===== src/sv/mmbd_pkg.sv =====
// Shared types, codes and constants for the multi-mode byte descrambler.
// No dependencies; every other file but mmbd_ram refers to it by scoped names.

package mmbd_pkg;

  localparam int unsigned CmdW   = 2;
  localparam int unsigned ByteW  = 8;
  localparam int unsigned ModeW  = 3;
  localparam int unsigned WordW  = 32;
  localparam int unsigned CfgIdxW = 2;
  localparam int unsigned CycW   = 3;
  localparam int unsigned TableDepth = 256;
  localparam int unsigned TableAw = 8;

  localparam logic [CmdW-1:0] CMD_DATA    = 2'd0;
  localparam logic [CmdW-1:0] CMD_LOAD    = 2'd1;
  localparam logic [CmdW-1:0] CMD_RESTART = 2'd2;

  localparam logic [ModeW-1:0] MODE_FIXED   = 3'd0;
  localparam logic [ModeW-1:0] MODE_CYCLIC  = 3'd1;
  localparam logic [ModeW-1:0] MODE_TABLE   = 3'd2;
  localparam logic [ModeW-1:0] MODE_XOR_SUB = 3'd3;
  localparam logic [ModeW-1:0] MODE_RUNNING = 3'd4;

  localparam logic [CfgIdxW-1:0] REG_MODE        = 2'd0;
  localparam logic [CfgIdxW-1:0] REG_INITIAL_KEY = 2'd1;
  localparam logic [CfgIdxW-1:0] REG_DATA_LENGTH = 2'd2;

  localparam logic [ByteW-1:0] FIXED_MASK = 8'h84;
  localparam logic [ByteW-1:0] SUB_MASK   = 8'h85;
  localparam logic [WordW-1:0] KEY_ADD    = 32'h5D58_8B65;
  localparam logic [CycW-1:0]  CYCLE_LAST = 3'd4;

  typedef struct packed {
    logic [ModeW-1:0] mode;
    logic [WordW-1:0] initial_key;
    logic [WordW-1:0] data_length;
  } cfg_t;

  typedef struct packed {
    logic               we;
    logic [TableAw-1:0] waddr;
    logic [ByteW-1:0]   wdata;
    logic               re;
    logic [TableAw-1:0] raddr;
  } ram_req_t;

  function automatic logic [ByteW-1:0] cycle_key(input logic [CycW-1:0] idx);
    logic [ByteW-1:0] k;
    unique case (idx)
      3'd0:    k = 8'h79;
      3'd1:    k = 8'h57;
      3'd2:    k = 8'h0d;
      3'd3:    k = 8'h80;
      3'd4:    k = 8'h04;
      default: k = 8'h79;
    endcase
    return k;
  endfunction

endpackage


===== src/sv/mmbd_intf.sv =====
// Valid/ready channel interfaces: input item, result item, register write.
// Depends on mmbd_pkg for field widths.

interface mmbd_item_if;
  logic                         valid;
  logic                         ready;
  logic [mmbd_pkg::CmdW-1:0]    cmd;
  logic [mmbd_pkg::ByteW-1:0]   in_byte;
  logic [mmbd_pkg::TableAw-1:0] table_index;
  modport source (output valid, cmd, in_byte, table_index, input ready);
  modport sink (input valid, cmd, in_byte, table_index, output ready);
endinterface

interface mmbd_result_if;
  logic                       valid;
  logic                       ready;
  logic [mmbd_pkg::ByteW-1:0] out_byte;
  modport source (output valid, out_byte, input ready);
  modport sink (input valid, out_byte, output ready);
endinterface

interface mmbd_cfg_if;
  logic                         valid;
  logic                         ready;
  logic [mmbd_pkg::CfgIdxW-1:0] index;
  logic [mmbd_pkg::WordW-1:0]   data;
  modport source (output valid, index, data, input ready);
  modport sink (input valid, index, data, output ready);
endinterface


===== src/sv/multi_mode_byte_descrambler.sv =====
// Top level of the multi-mode byte descrambler.
// Depends on mmbd_pkg, the channel interfaces, mmbd_cfg_regs, mmbd_engine, mmbd_ram.

// Takes one item per clock unless stalled and, for a data item, presents its
// descrambled byte through the input stage with the table read, then the result
// register; load and restart items give no result. The rate is one item per
// cycle unless stalled, set by the single stage that does the table lookup result
// and the mode 4 8x32 multiply-add. The table needs no clearing pass: an entry
// holds garbage until loaded. Write registers only while no item is in flight.

module multi_mode_byte_descrambler (
  input  logic          clk,
  input  logic          rst,
  mmbd_item_if.sink     item,
  mmbd_result_if.source result,
  mmbd_cfg_if.sink      cfg
);

  mmbd_pkg::cfg_t             regs;
  mmbd_pkg::ram_req_t         ram_req;
  logic [mmbd_pkg::ByteW-1:0] ram_rdata;

  mmbd_cfg_regs u_cfg_regs (
    .clk  (clk),
    .rst  (rst),
    .cfg  (cfg),
    .regs (regs)
  );

  mmbd_ram #(
    .WIDTH (mmbd_pkg::ByteW),
    .DEPTH (mmbd_pkg::TableDepth)
  ) u_table (
    .clk   (clk),
    .we    (ram_req.we),
    .waddr (ram_req.waddr),
    .wdata (ram_req.wdata),
    .re    (ram_req.re),
    .raddr (ram_req.raddr),
    .rdata (ram_rdata)
  );

  mmbd_engine u_engine (
    .clk       (clk),
    .rst       (rst),
    .item      (item),
    .result    (result),
    .regs      (regs),
    .ram_req   (ram_req),
    .ram_rdata (ram_rdata)
  );

endmodule


===== src/sv/mmbd_ram.sv =====
// Generic single-write, single-read RAM with registered read data.
// No dependencies.

module mmbd_ram #(
  parameter int unsigned WIDTH = 8,
  parameter int unsigned DEPTH = 256
) (
  input  logic                     clk,
  input  logic                     we,
  input  logic [$clog2(DEPTH)-1:0] waddr,
  input  logic [WIDTH-1:0]         wdata,
  input  logic                     re,
  input  logic [$clog2(DEPTH)-1:0] raddr,
  output logic [WIDTH-1:0]         rdata
);

  logic [WIDTH-1:0] mem [DEPTH];

  always_ff @(posedge clk) begin
    if (we) begin
      mem[waddr] <= wdata;
    end
    if (re) begin
      rdata <= mem[raddr];
    end
  end

endmodule


===== src/sv/mmbd_cfg_regs.sv =====
// Configuration register file: mode, initial key, data length.
// Depends on mmbd_pkg and the mmbd_cfg_if interface.

module mmbd_cfg_regs (
  input  logic              clk,
  input  logic              rst,
  mmbd_cfg_if.sink          cfg,
  output mmbd_pkg::cfg_t    regs
);

  always_comb cfg.ready = 1'b1;

  always_ff @(posedge clk) begin
    if (rst) begin
      regs <= '0;
    end else if (cfg.valid && cfg.ready) begin
      unique case (cfg.index)
        mmbd_pkg::REG_MODE:        regs.mode <= cfg.data[mmbd_pkg::ModeW-1:0];
        mmbd_pkg::REG_INITIAL_KEY: regs.initial_key <= cfg.data;
        mmbd_pkg::REG_DATA_LENGTH: regs.data_length <= cfg.data;
        default: ;
      endcase
    end
  end

endmodule


===== src/sv/mmbd_engine.sv =====
// Descrambling pipeline: input stage, key/position state, result register.
// Depends on mmbd_pkg and the item/result interfaces; reads the table RAM.

module mmbd_engine (
  input  logic                       clk,
  input  logic                       rst,
  mmbd_item_if.sink                  item,
  mmbd_result_if.source              result,
  input  mmbd_pkg::cfg_t             regs,
  output mmbd_pkg::ram_req_t         ram_req,
  input  logic [mmbd_pkg::ByteW-1:0] ram_rdata
);

  logic                          item_fire;
  logic                          s1_valid;
  logic [mmbd_pkg::CmdW-1:0]     s1_cmd;
  logic [mmbd_pkg::ByteW-1:0]    s1_byte;
  logic                          s1_data;
  logic                          s1_adv;
  logic                          out_free;
  logic [mmbd_pkg::WordW-1:0]    running_key;
  logic [mmbd_pkg::WordW-1:0]    byte_position;
  logic [mmbd_pkg::CycW-1:0]     cycle_index;
  logic [mmbd_pkg::CycW-1:0]     cycle_index_next;
  logic [mmbd_pkg::WordW-1:0]    weight;
  logic [mmbd_pkg::WordW-1:0]    product;
  logic [mmbd_pkg::WordW-1:0]    running_key_next;
  logic [mmbd_pkg::ByteW-1:0]    plain;

  assign item_fire  = item.valid && item.ready;
  assign s1_data    = s1_cmd == mmbd_pkg::CMD_DATA;
  assign out_free   = !result.valid || result.ready;
  assign s1_adv     = s1_valid && (!s1_data || out_free);
  assign item.ready = !s1_valid || s1_adv;

  always_comb begin
    ram_req.we    = item_fire && (item.cmd == mmbd_pkg::CMD_LOAD);
    ram_req.waddr = item.table_index;
    ram_req.wdata = item.in_byte;
    ram_req.re    = item_fire;
    ram_req.raddr = item.in_byte;
  end

  always_ff @(posedge clk) begin
    if (rst) begin
      s1_valid <= 1'b0;
    end else if (item.ready) begin
      s1_valid <= item.valid;
    end
  end

  always_ff @(posedge clk) begin
    if (item_fire) begin
      s1_cmd  <= item.cmd;
      s1_byte <= item.in_byte;
    end
  end

  assign weight  = regs.data_length - byte_position;
  assign product = {24'd0, s1_byte} * weight;
  assign running_key_next = (running_key ^ {24'd0, s1_byte}) + product + mmbd_pkg::KEY_ADD;
  assign cycle_index_next = (cycle_index == mmbd_pkg::CYCLE_LAST) ? '0 : cycle_index + 3'd1;

  always_comb begin
    unique case (regs.mode)
      mmbd_pkg::MODE_FIXED:   plain = s1_byte ^ mmbd_pkg::FIXED_MASK;
      mmbd_pkg::MODE_CYCLIC:  plain = s1_byte ^ mmbd_pkg::cycle_key(cycle_index);
      mmbd_pkg::MODE_TABLE:   plain = ram_rdata ^ mmbd_pkg::FIXED_MASK;
      mmbd_pkg::MODE_XOR_SUB: plain = (s1_byte ^ mmbd_pkg::SUB_MASK) - 8'd1;
      mmbd_pkg::MODE_RUNNING: plain = s1_byte ^ running_key_next[mmbd_pkg::ByteW-1:0];
      default:                plain = s1_byte;
    endcase
  end

  always_ff @(posedge clk) begin
    if (rst) begin
      running_key   <= '0;
      byte_position <= '0;
      cycle_index   <= '0;
    end else if (s1_adv) begin
      if (s1_cmd == mmbd_pkg::CMD_RESTART) begin
        running_key   <= regs.initial_key;
        byte_position <= '0;
        cycle_index   <= '0;
      end else if (s1_data) begin
        byte_position <= byte_position + 32'd1;
        if (regs.mode == mmbd_pkg::MODE_RUNNING) begin
          running_key <= running_key_next;
        end
        if (regs.mode == mmbd_pkg::MODE_CYCLIC) begin
          cycle_index <= cycle_index_next;
        end
      end
    end
  end

  always_ff @(posedge clk) begin
    if (rst) begin
      result.valid <= 1'b0;
    end else if (s1_adv && s1_data) begin
      result.valid <= 1'b1;
    end else if (result.ready) begin
      result.valid <= 1'b0;
    end
  end

  always_ff @(posedge clk) begin
    if (s1_adv && s1_data) begin
      result.out_byte <= plain;
    end
  end

endmodule


===== src/flat_wrapper.sv =====
// flat-port wrapper written by rule: the top's interface ports become plain ports
module multi_mode_byte_descrambler_flat 
  (clk, rst, item_valid, item_cmd, item_in_byte, item_table_index, item_ready, result_valid, result_out_byte, result_ready, cfg_valid, cfg_index, cfg_data, cfg_ready);
  mmbd_item_if item_i ();
  mmbd_result_if result_i ();
  mmbd_cfg_if cfg_i ();
  input  logic clk;
  input  logic rst;
  input wire logic [$bits(item_i.valid)-1:0] item_valid;
  input wire logic [$bits(item_i.cmd)-1:0] item_cmd;
  input wire logic [$bits(item_i.in_byte)-1:0] item_in_byte;
  input wire logic [$bits(item_i.table_index)-1:0] item_table_index;
  output wire logic [$bits(item_i.ready)-1:0] item_ready;
  output wire logic [$bits(result_i.valid)-1:0] result_valid;
  output wire logic [$bits(result_i.out_byte)-1:0] result_out_byte;
  input wire logic [$bits(result_i.ready)-1:0] result_ready;
  input wire logic [$bits(cfg_i.valid)-1:0] cfg_valid;
  input wire logic [$bits(cfg_i.index)-1:0] cfg_index;
  input wire logic [$bits(cfg_i.data)-1:0] cfg_data;
  output wire logic [$bits(cfg_i.ready)-1:0] cfg_ready;
  assign item_i.valid = item_valid;
  assign item_i.cmd = item_cmd;
  assign item_i.in_byte = item_in_byte;
  assign item_i.table_index = item_table_index;
  assign item_ready = item_i.ready;
  assign result_valid = result_i.valid;
  assign result_out_byte = result_i.out_byte;
  assign result_i.ready = result_ready;
  assign cfg_i.valid = cfg_valid;
  assign cfg_i.index = cfg_index;
  assign cfg_i.data = cfg_data;
  assign cfg_ready = cfg_i.ready;
  multi_mode_byte_descrambler u_core (.clk(clk), .rst(rst), .item(item_i), .result(result_i), .cfg(cfg_i));
endmodule

===== config.mk =====
export PLATFORM = sky130hd
export DESIGN_NAME = multi_mode_byte_descrambler_flat
export DESIGN_NICKNAME = d
export VERILOG_FILES = /design/src/sv/mmbd_pkg.sv /design/src/sv/mmbd_intf.sv /design/src/sv/multi_mode_byte_descrambler.sv /design/src/sv/mmbd_ram.sv /design/src/sv/mmbd_cfg_regs.sv /design/src/sv/mmbd_engine.sv /design/src/flat_wrapper.sv
export SDC_FILE = /design/constraint.sdc
export NUM_CORES = 2
export LEC_CHECK = 0
export ABC_AREA = 1
export BUFFER_PORTS_ARGS = -buffer_cell sky130_fd_sc_hd__buf_2
export CAP_MARGIN = 10
export CORE_UTILIZATION = 25
export CTS_BUF_LIST = sky130_fd_sc_hd__clkbuf_4 sky130_fd_sc_hd__clkbuf_8 sky130_fd_sc_hd__clkbuf_16
export CTS_CLUSTER_DIAMETER = 100
export DETAILED_ROUTE_END_ITERATION = 8
export PLACE_DENSITY = 0.5
export RECOVER_POWER = 100
export SLEW_MARGIN = 10
export SYNTH_ARGS = -nofsm -noshare
export SYNTH_HDL_FRONTEND = slang
export SYNTH_SLANG_ARGS = --single-unit

===== constraint.sdc =====
create_clock -name clk -period 7.55 [get_ports clk]
set_input_delay 1.51 -clock clk [delete_from_list [all_inputs] [get_ports clk]]
set_output_delay 1.51 -clock clk [all_outputs]
set_load 0.05 [all_outputs]

# After elaboration in Yosys (flattened, before gate mapping)
# Memories as Yosys holds them, arrays and structs flattened. A register that Yosys moved wholly into a read port is not among the register bits.
# Cells that the tools add are included.
classes:
  n_eq_ne: 12
  n_mux: 16
  bitwise_logic: 6
  mul: 1
  addsub: 6
  shift: 0
  n_reduce_logical: 23
  n_lt_le_gt_ge: 0
  div: 0
op_table:
  columns: ["operator", "count"]
  rows:
  - ["2-to-1 mux 32 bit", 5]
  - ["case mux 8 bit (5 select lines)", 1]
  - ["adder 32 x 1 -> 32 bit, second input constant", 1]
  - ["adder 32 x 31 -> 32 bit, second input constant", 1]
  - ["adder 32 bit", 1]
  - ["multiplier 8 x 32 -> 32 bit", 1]
  - ["case mux 8 bit (4 select lines)", 1]
  - ["subtractor 32 bit", 1]
  - ["XOR 32 x 8 -> 32 bit", 1]
  - ["XOR 8 bit", 2]
  - ["== test 3 x 2 -> 1 bit, second input constant", 4]
  - ["2-to-1 mux 3 bit", 4]
  - ["2-to-1 mux 8 bit", 1]
  - ["AND reduction 2 bit", 4]
  - ["nonzero test 2 bit", 4]
  - ["subtractor 8 x 1 -> 8 bit, second input constant", 1]
  - ["== test 3 x 1 -> 1 bit, second input constant", 2]
  - ["== test 3 bit, second input constant", 2]
  - ["AND reduction 3 bit", 2]
  - ["== test 2 x 1 -> 1 bit, second input constant", 2]
  - ["== test 2 bit, second input constant", 2]
  - ["logical AND 1 bit", 4]
  - ["zero test 2 bit", 2]
  - ["2-to-1 mux 1 bit", 4]
  - ["6 further kinds", 11]
word_totals:
  rom_bits: 0
  regBits: 154
  out_inout_bits: 11
  ramBits: 2048
  latch_bits: 0
  mem_count: 1
  inputBits: 57
  word_cells: 76
mem_list:
  columns: ["name", "words", "word_bits", "read_ports", "rd_clocked_by_memory_dff", "write_ports", "line_no", "rtl"]
  rows:
  - ["u_core.u_table.mem", 256, 8, 1, 1, 1, "mmbd_ram.sv:17", "logic [WIDTH-1:0] mem [DEPTH];"]

# Logic depth before layout (Yosys ltp)
logic_depth:
  word_depth: 9
  mapped_depth: 36

# Hierarchy
# A second synthesis with hierarchy kept.
unflattened:
  cells_unflattened: 7996
  area_unflattened_um2: 90401.7
modules_own_cells:
  columns: ["mod", "area_per_inst_um2", "seq_area_each_um2", "instances", "cells_per_inst"]
  rows:
  - ["mmbd_ram", 83476.3, 61739.2, 1, 7003]
  - ["mmbd_engine", 4106.4, 960.9, 1, 563]
  - ["mmbd_cfg_regs", 2819.0, 1341.3, 1, 430]

# Worst setup path before layout
# Ideal clock, no wire load.
synth_path:
  path_type: "register to register"
  from: "reg u_core.u_engine.byte_position[0] (netlist bit)"
  to: "reg u_core.u_engine.result.out_byte[7], data pin"
  setup_time_ns: 0.257
  setup_slack_ns: 1.956
  path_buffers: 0
  stages_incl_launch_ff: 35
  synth_period_minus_slack_ns: 5.594
  t_arrival_ns: 5.338
  path_cell_list: "dfxtp_1 > ha_1 > fa_1 > inv_1 > nand2_1 > nand2_1 > nand3_1 > nand2_1 > nand2_1 > nand2_1 > nand2_1 > fa_1 > inv_1 > fa_1 > inv_1 > fa_1 > inv_1 > fa_1 > fa_1 > ha_1 > nand2_1 > inv_1 > nand4_1 > nand3_1 > nand3_1 > nand2_1 > nand2_1 > nand2_1 > nand2_1 > nand2_1 > nand2_1 > nand3_1 > nand3_1 > nand3_1 > a21oi_1"
synth_between:
  elab_chain_cells: 6
synth_lines:
  columns: ["item", "line_no", "rtl"]
  rows:
  - ["from (decl)", "mmbd_engine.sv:22", "logic [mmbd_pkg::WordW-1:0] byte_position;"]
  - ["from (signal assigned)", "mmbd_engine.sv:86", "byte_position <= byte_position + 32'd1;"]
  - ["subtractor 32 bit", "mmbd_engine.sv:59", "assign weight = regs.data_length - byte_position;"]
  - ["multiplier 8 x 32 -> 32 bit", "mmbd_engine.sv:60", "assign product = {24'd0, s1_byte} * weight;"]
  - ["adder 32 bit", "mmbd_engine.sv:61", "assign running_key_next = (running_key ^ {24'd0, s1_byte}) + product + mmbd_pkg::KEY_ADD;"]
  - ["adder 32 x 31 -> 32 bit", "mmbd_engine.sv:61", null]
  - ["XOR 8 bit", "mmbd_engine.sv:70", "mmbd_pkg::MODE_RUNNING: plain = s1_byte ^ running_key_next[mmbd_pkg::ByteW-1:0];"]
  - ["case mux 8 bit (5 select lines)", "mmbd_engine.sv:65", "unique case (regs.mode)"]
  - ["net u_core.u_engine.plain (one bit)", "mmbd_engine.sv:28", "logic [mmbd_pkg::ByteW-1:0] plain;"]
  - ["to (signal assigned)", "mmbd_engine.sv:109", "result.out_byte <= plain;"]
  - ["to (decl)", "mmbd_intf.sv:18", "modport source (output valid, out_byte, input ready);"]
# The timed path passes the listed nets, and every way through them passes these cells.
# A chain may end at the register's enable or synchronous reset.

==> out/metrics.yaml <==
outcome: "complete, but fails checks"
violations: "capacitance limit, slew limit"
synth_top_family_by_area: "compound AO/OA/AOI/OAI gates"
cp-start-kind: "input port"
p_per_area_nw_per_um2: 261
fin_setup_tns_ps: 0
synth_compound_area_frac: 0.122
worstPathArrival_ps: 7390
post-cts-setup-buffers: 0
p_leak_nw: 30.5
core.rowCount: 215
drt_iter0_drc: 6095
ys_async_sr_fraction: 0
die_w_microns: 589
syn_nets: 7070
cts.sinks: 2114
drt-vias-per-instance: 4.81
drc_errors: 0
avgSynthCellArea_sq_um: 12.4
first_global_vias: 54500
hold_violations: 0
crit_type: "in2reg"
io_buffer_count: 42
ys_types: 46
rsz0062_at_grt: "no"
yosysWarnings: 0
grt.overflow.total: 0
grt_pass1_wl_microns: 368000
synth_commonest_cells: "2074 x edfxtp_1, 1535 x nor2_1, 1120 x o21ai_0, 605 x o22ai_1, 407 x nand2_1"
post-synth-top-count-cell: "edfxtp_1"
place_ws_ps: 1400
cts_buffer_depth: 4
end_kind: "flip-flop"
num-nets-final: 7004
slew_headroom: -2.59
gp_congestion: 0.836
synth-edff-count: 2074
area_growth_syn_to_layout_pct: 13.6
synthMuxAreaShare: 0
antenna_found_initial: 12
clk_pin_slew_ps: 60
slew_violations: 2498
numCtsBuffers: 221
yosys-top-cells-area: "edfxtp_1 72%, nor2_1 6.7%, o21ai_0 6.5%, o22ai_1 4.4%, nand2_1 1.8%"
period_share: 0.890
setup_slack_ps: 827
start_util: 0.251
synthCells: 6963
clock_skew_ps: 80.1
p_total_mw: 25.6
yosys.area_share.simple: 0.102
yosys_most_used_dff: "edfxtp_1"
ios: 68
final_util: 0.285
totalWireLength_microns: 250000
drtPass1Iterations: 5
worstHoldPathType: "reg2reg"
crit_fanout: 54
ys_ff_latch: 2114
yosys.area_share.xor_xnor: 0.00214
grt_max_degree: 209
cp.required_ps: 8220
core-area_sq_um: 343000
fin_crit_ps: 6720
cts-resized-gates: 0
yosysTopAreaCellShare: 0.723
max_slew.worst_pin.slew_ps: 5390
vias: 56000
cts_tree: "yes"
synthesis.area_sq_um: 86100
cts_hold_buf: 0
ir_drop_mv: 0.188
yosysTopAreaCell: "edfxtp_1"
ant_nets: 0
nFillCells: 35000
fmax_mhz: 149
stdcell_count: 11600
synthAdderAreaFrac: 0.00909
routedWlPerCell_microns: 21.5
root_buffer: "clkbuf_16"
finalSetupViolCount: 0
dpl.cell_count: 11200
grt_usage: 0.139
hpwl_microns: 142000
fp.dieH_microns: 589
dieArea_sq_um: 347000
synth_seq_area_share: 0.732
cap_violations: 37
htreeDepth: 4
clk_latency_ps: 910
drive_above_1_share: 0.0632
area by class of cell:
type / instances / area, sq um / area share
tap: 4557 / 5700 / 0.0583
timing repair buffer: 207 / 1230 / 0.0126
sequential: 2114 / 63100 / 0.645
antenna: 5 / 12.5 / 0.000128
inverter: 123 / 495 / 0.00506
multi-input combinational: 4230 / 20300 / 0.208
clock inverter: 123 / 1030 / 0.0105
clock buffer: 276 / 6000 / 0.0613
worst max-delay path, stage by stage:
cell and delay [ps]:
clkbuf_1 1500, clkbuf_1 2090, o21ai_0 580, o22ai_1 500
nand2_1 100, nand3_1 340, nand3_1 150, a21oi_1 280
a21o_1 240
routing by layer:
| layer | up-vias | part of all wire | global-route usage |
|---|---|---|---|
| li1 | 25400 | - | - |
| met4 | 0 | 0.021 | 0.0315 |
| met5 | - | 0 | 0 |
| met1 | 28400 | 0.45 | 0.197 |
| met3 | 326 | 0.059 | 0.0180 |
| met2 | 1843 | 0.47 | 0.226 |
registers in the layout, indices dropped and copies added, names as in the netlist:
register,flops
u_core.u_table.mem,2048
u_core.u_cfg_regs.regs,19
u_core.u_engine.byte_position,8
u_core.u_engine.result.out_byte,8
u_core.u_engine.running_key,8
u_core.u_engine.s1_byte,8
u_core.u_table.rdata,8
u_core.u_engine.cycle_index,3
u_core.u_engine.s1_cmd,2
u_core.u_engine.result.valid,1
u_core.u_engine.s1_valid,1
path summary, 6_finish.rpt:
path	startpoint	endpoint	slack (ps)	depth (start not counted)
setup reg to reg	u_core.u_engine.byte_position[0]	u_core.u_engine.result.out_byte[7]	1420	31
setup / recovery	item_in_byte[3]	u_core.u_table.rdata[1]	830	9
hold reg to reg	u_core.u_cfg_regs.regs[0]	u_core.u_cfg_regs.regs[0]	480	2
hold / removal	u_core.u_cfg_regs.regs[0]	u_core.u_cfg_regs.regs[0]	480	2
cells by family after synthesis:
group / after synthesis
AO/OA/AOI/OAI: 1930
XOR/XNOR: 21
adder cells (fa/ha/maj): 50
buffers and inverters: 619
flip-flops: 2114
other: 1
AND/OR/NAND/NOR: 2228
power breakdown:
part	total (mW)	leakage [nW]	switching (mW)	internal [mW]
combinational	1.93	8.04	1.42	0.511
sequential	12.9	19.0	0.0235	12.9
clock	10.7	3.51	4.55	6.16
stage by stage:
stage / hold WS, ps / cell area (sq um)
after floorplan: 433 / 86100
after global placement: 471 / 91400
after detailed placement: 476 / 91400
after CTS: 484 / 98400
after global routing: 518 / 97800
final: 481 / 97900
cells in the final DEF (no fill, tap or decap), types with 18 or more instances in the layout:
| cell | Yosys | final |
|---|---|---|
| a21oi_1 | 38 | 38 |
| buf_12 | 1 | 18 |
| buf_2 | 107 | 20 |
| buf_4 | 30 | 20 |
| clkbuf_1 | 294 | 139 |
| clkbuf_16 | 0 | 224 |
| clkbuf_4 | 0 | 52 |
| clkinv_1 | 1 | 50 |
| clkinv_2 | 0 | 40 |
| dfxtp_1 | 40 | 40 |
| edfxtp_1 | 2074 | 2074 |
| fa_1 | 21 | 21 |
| ha_1 | 29 | 29 |
| inv_1 | 118 | 117 |
| nand2_1 | 407 | 391 |
| nand3_1 | 251 | 251 |
| nor2_1 | 1535 | 1535 |
| o21ai_0 | 1120 | 1124 |
| o21ai_1 | 134 | 130 |
| o22ai_1 | 605 | 605 |
Note: power is estimated with default switching activity, not from simulation.
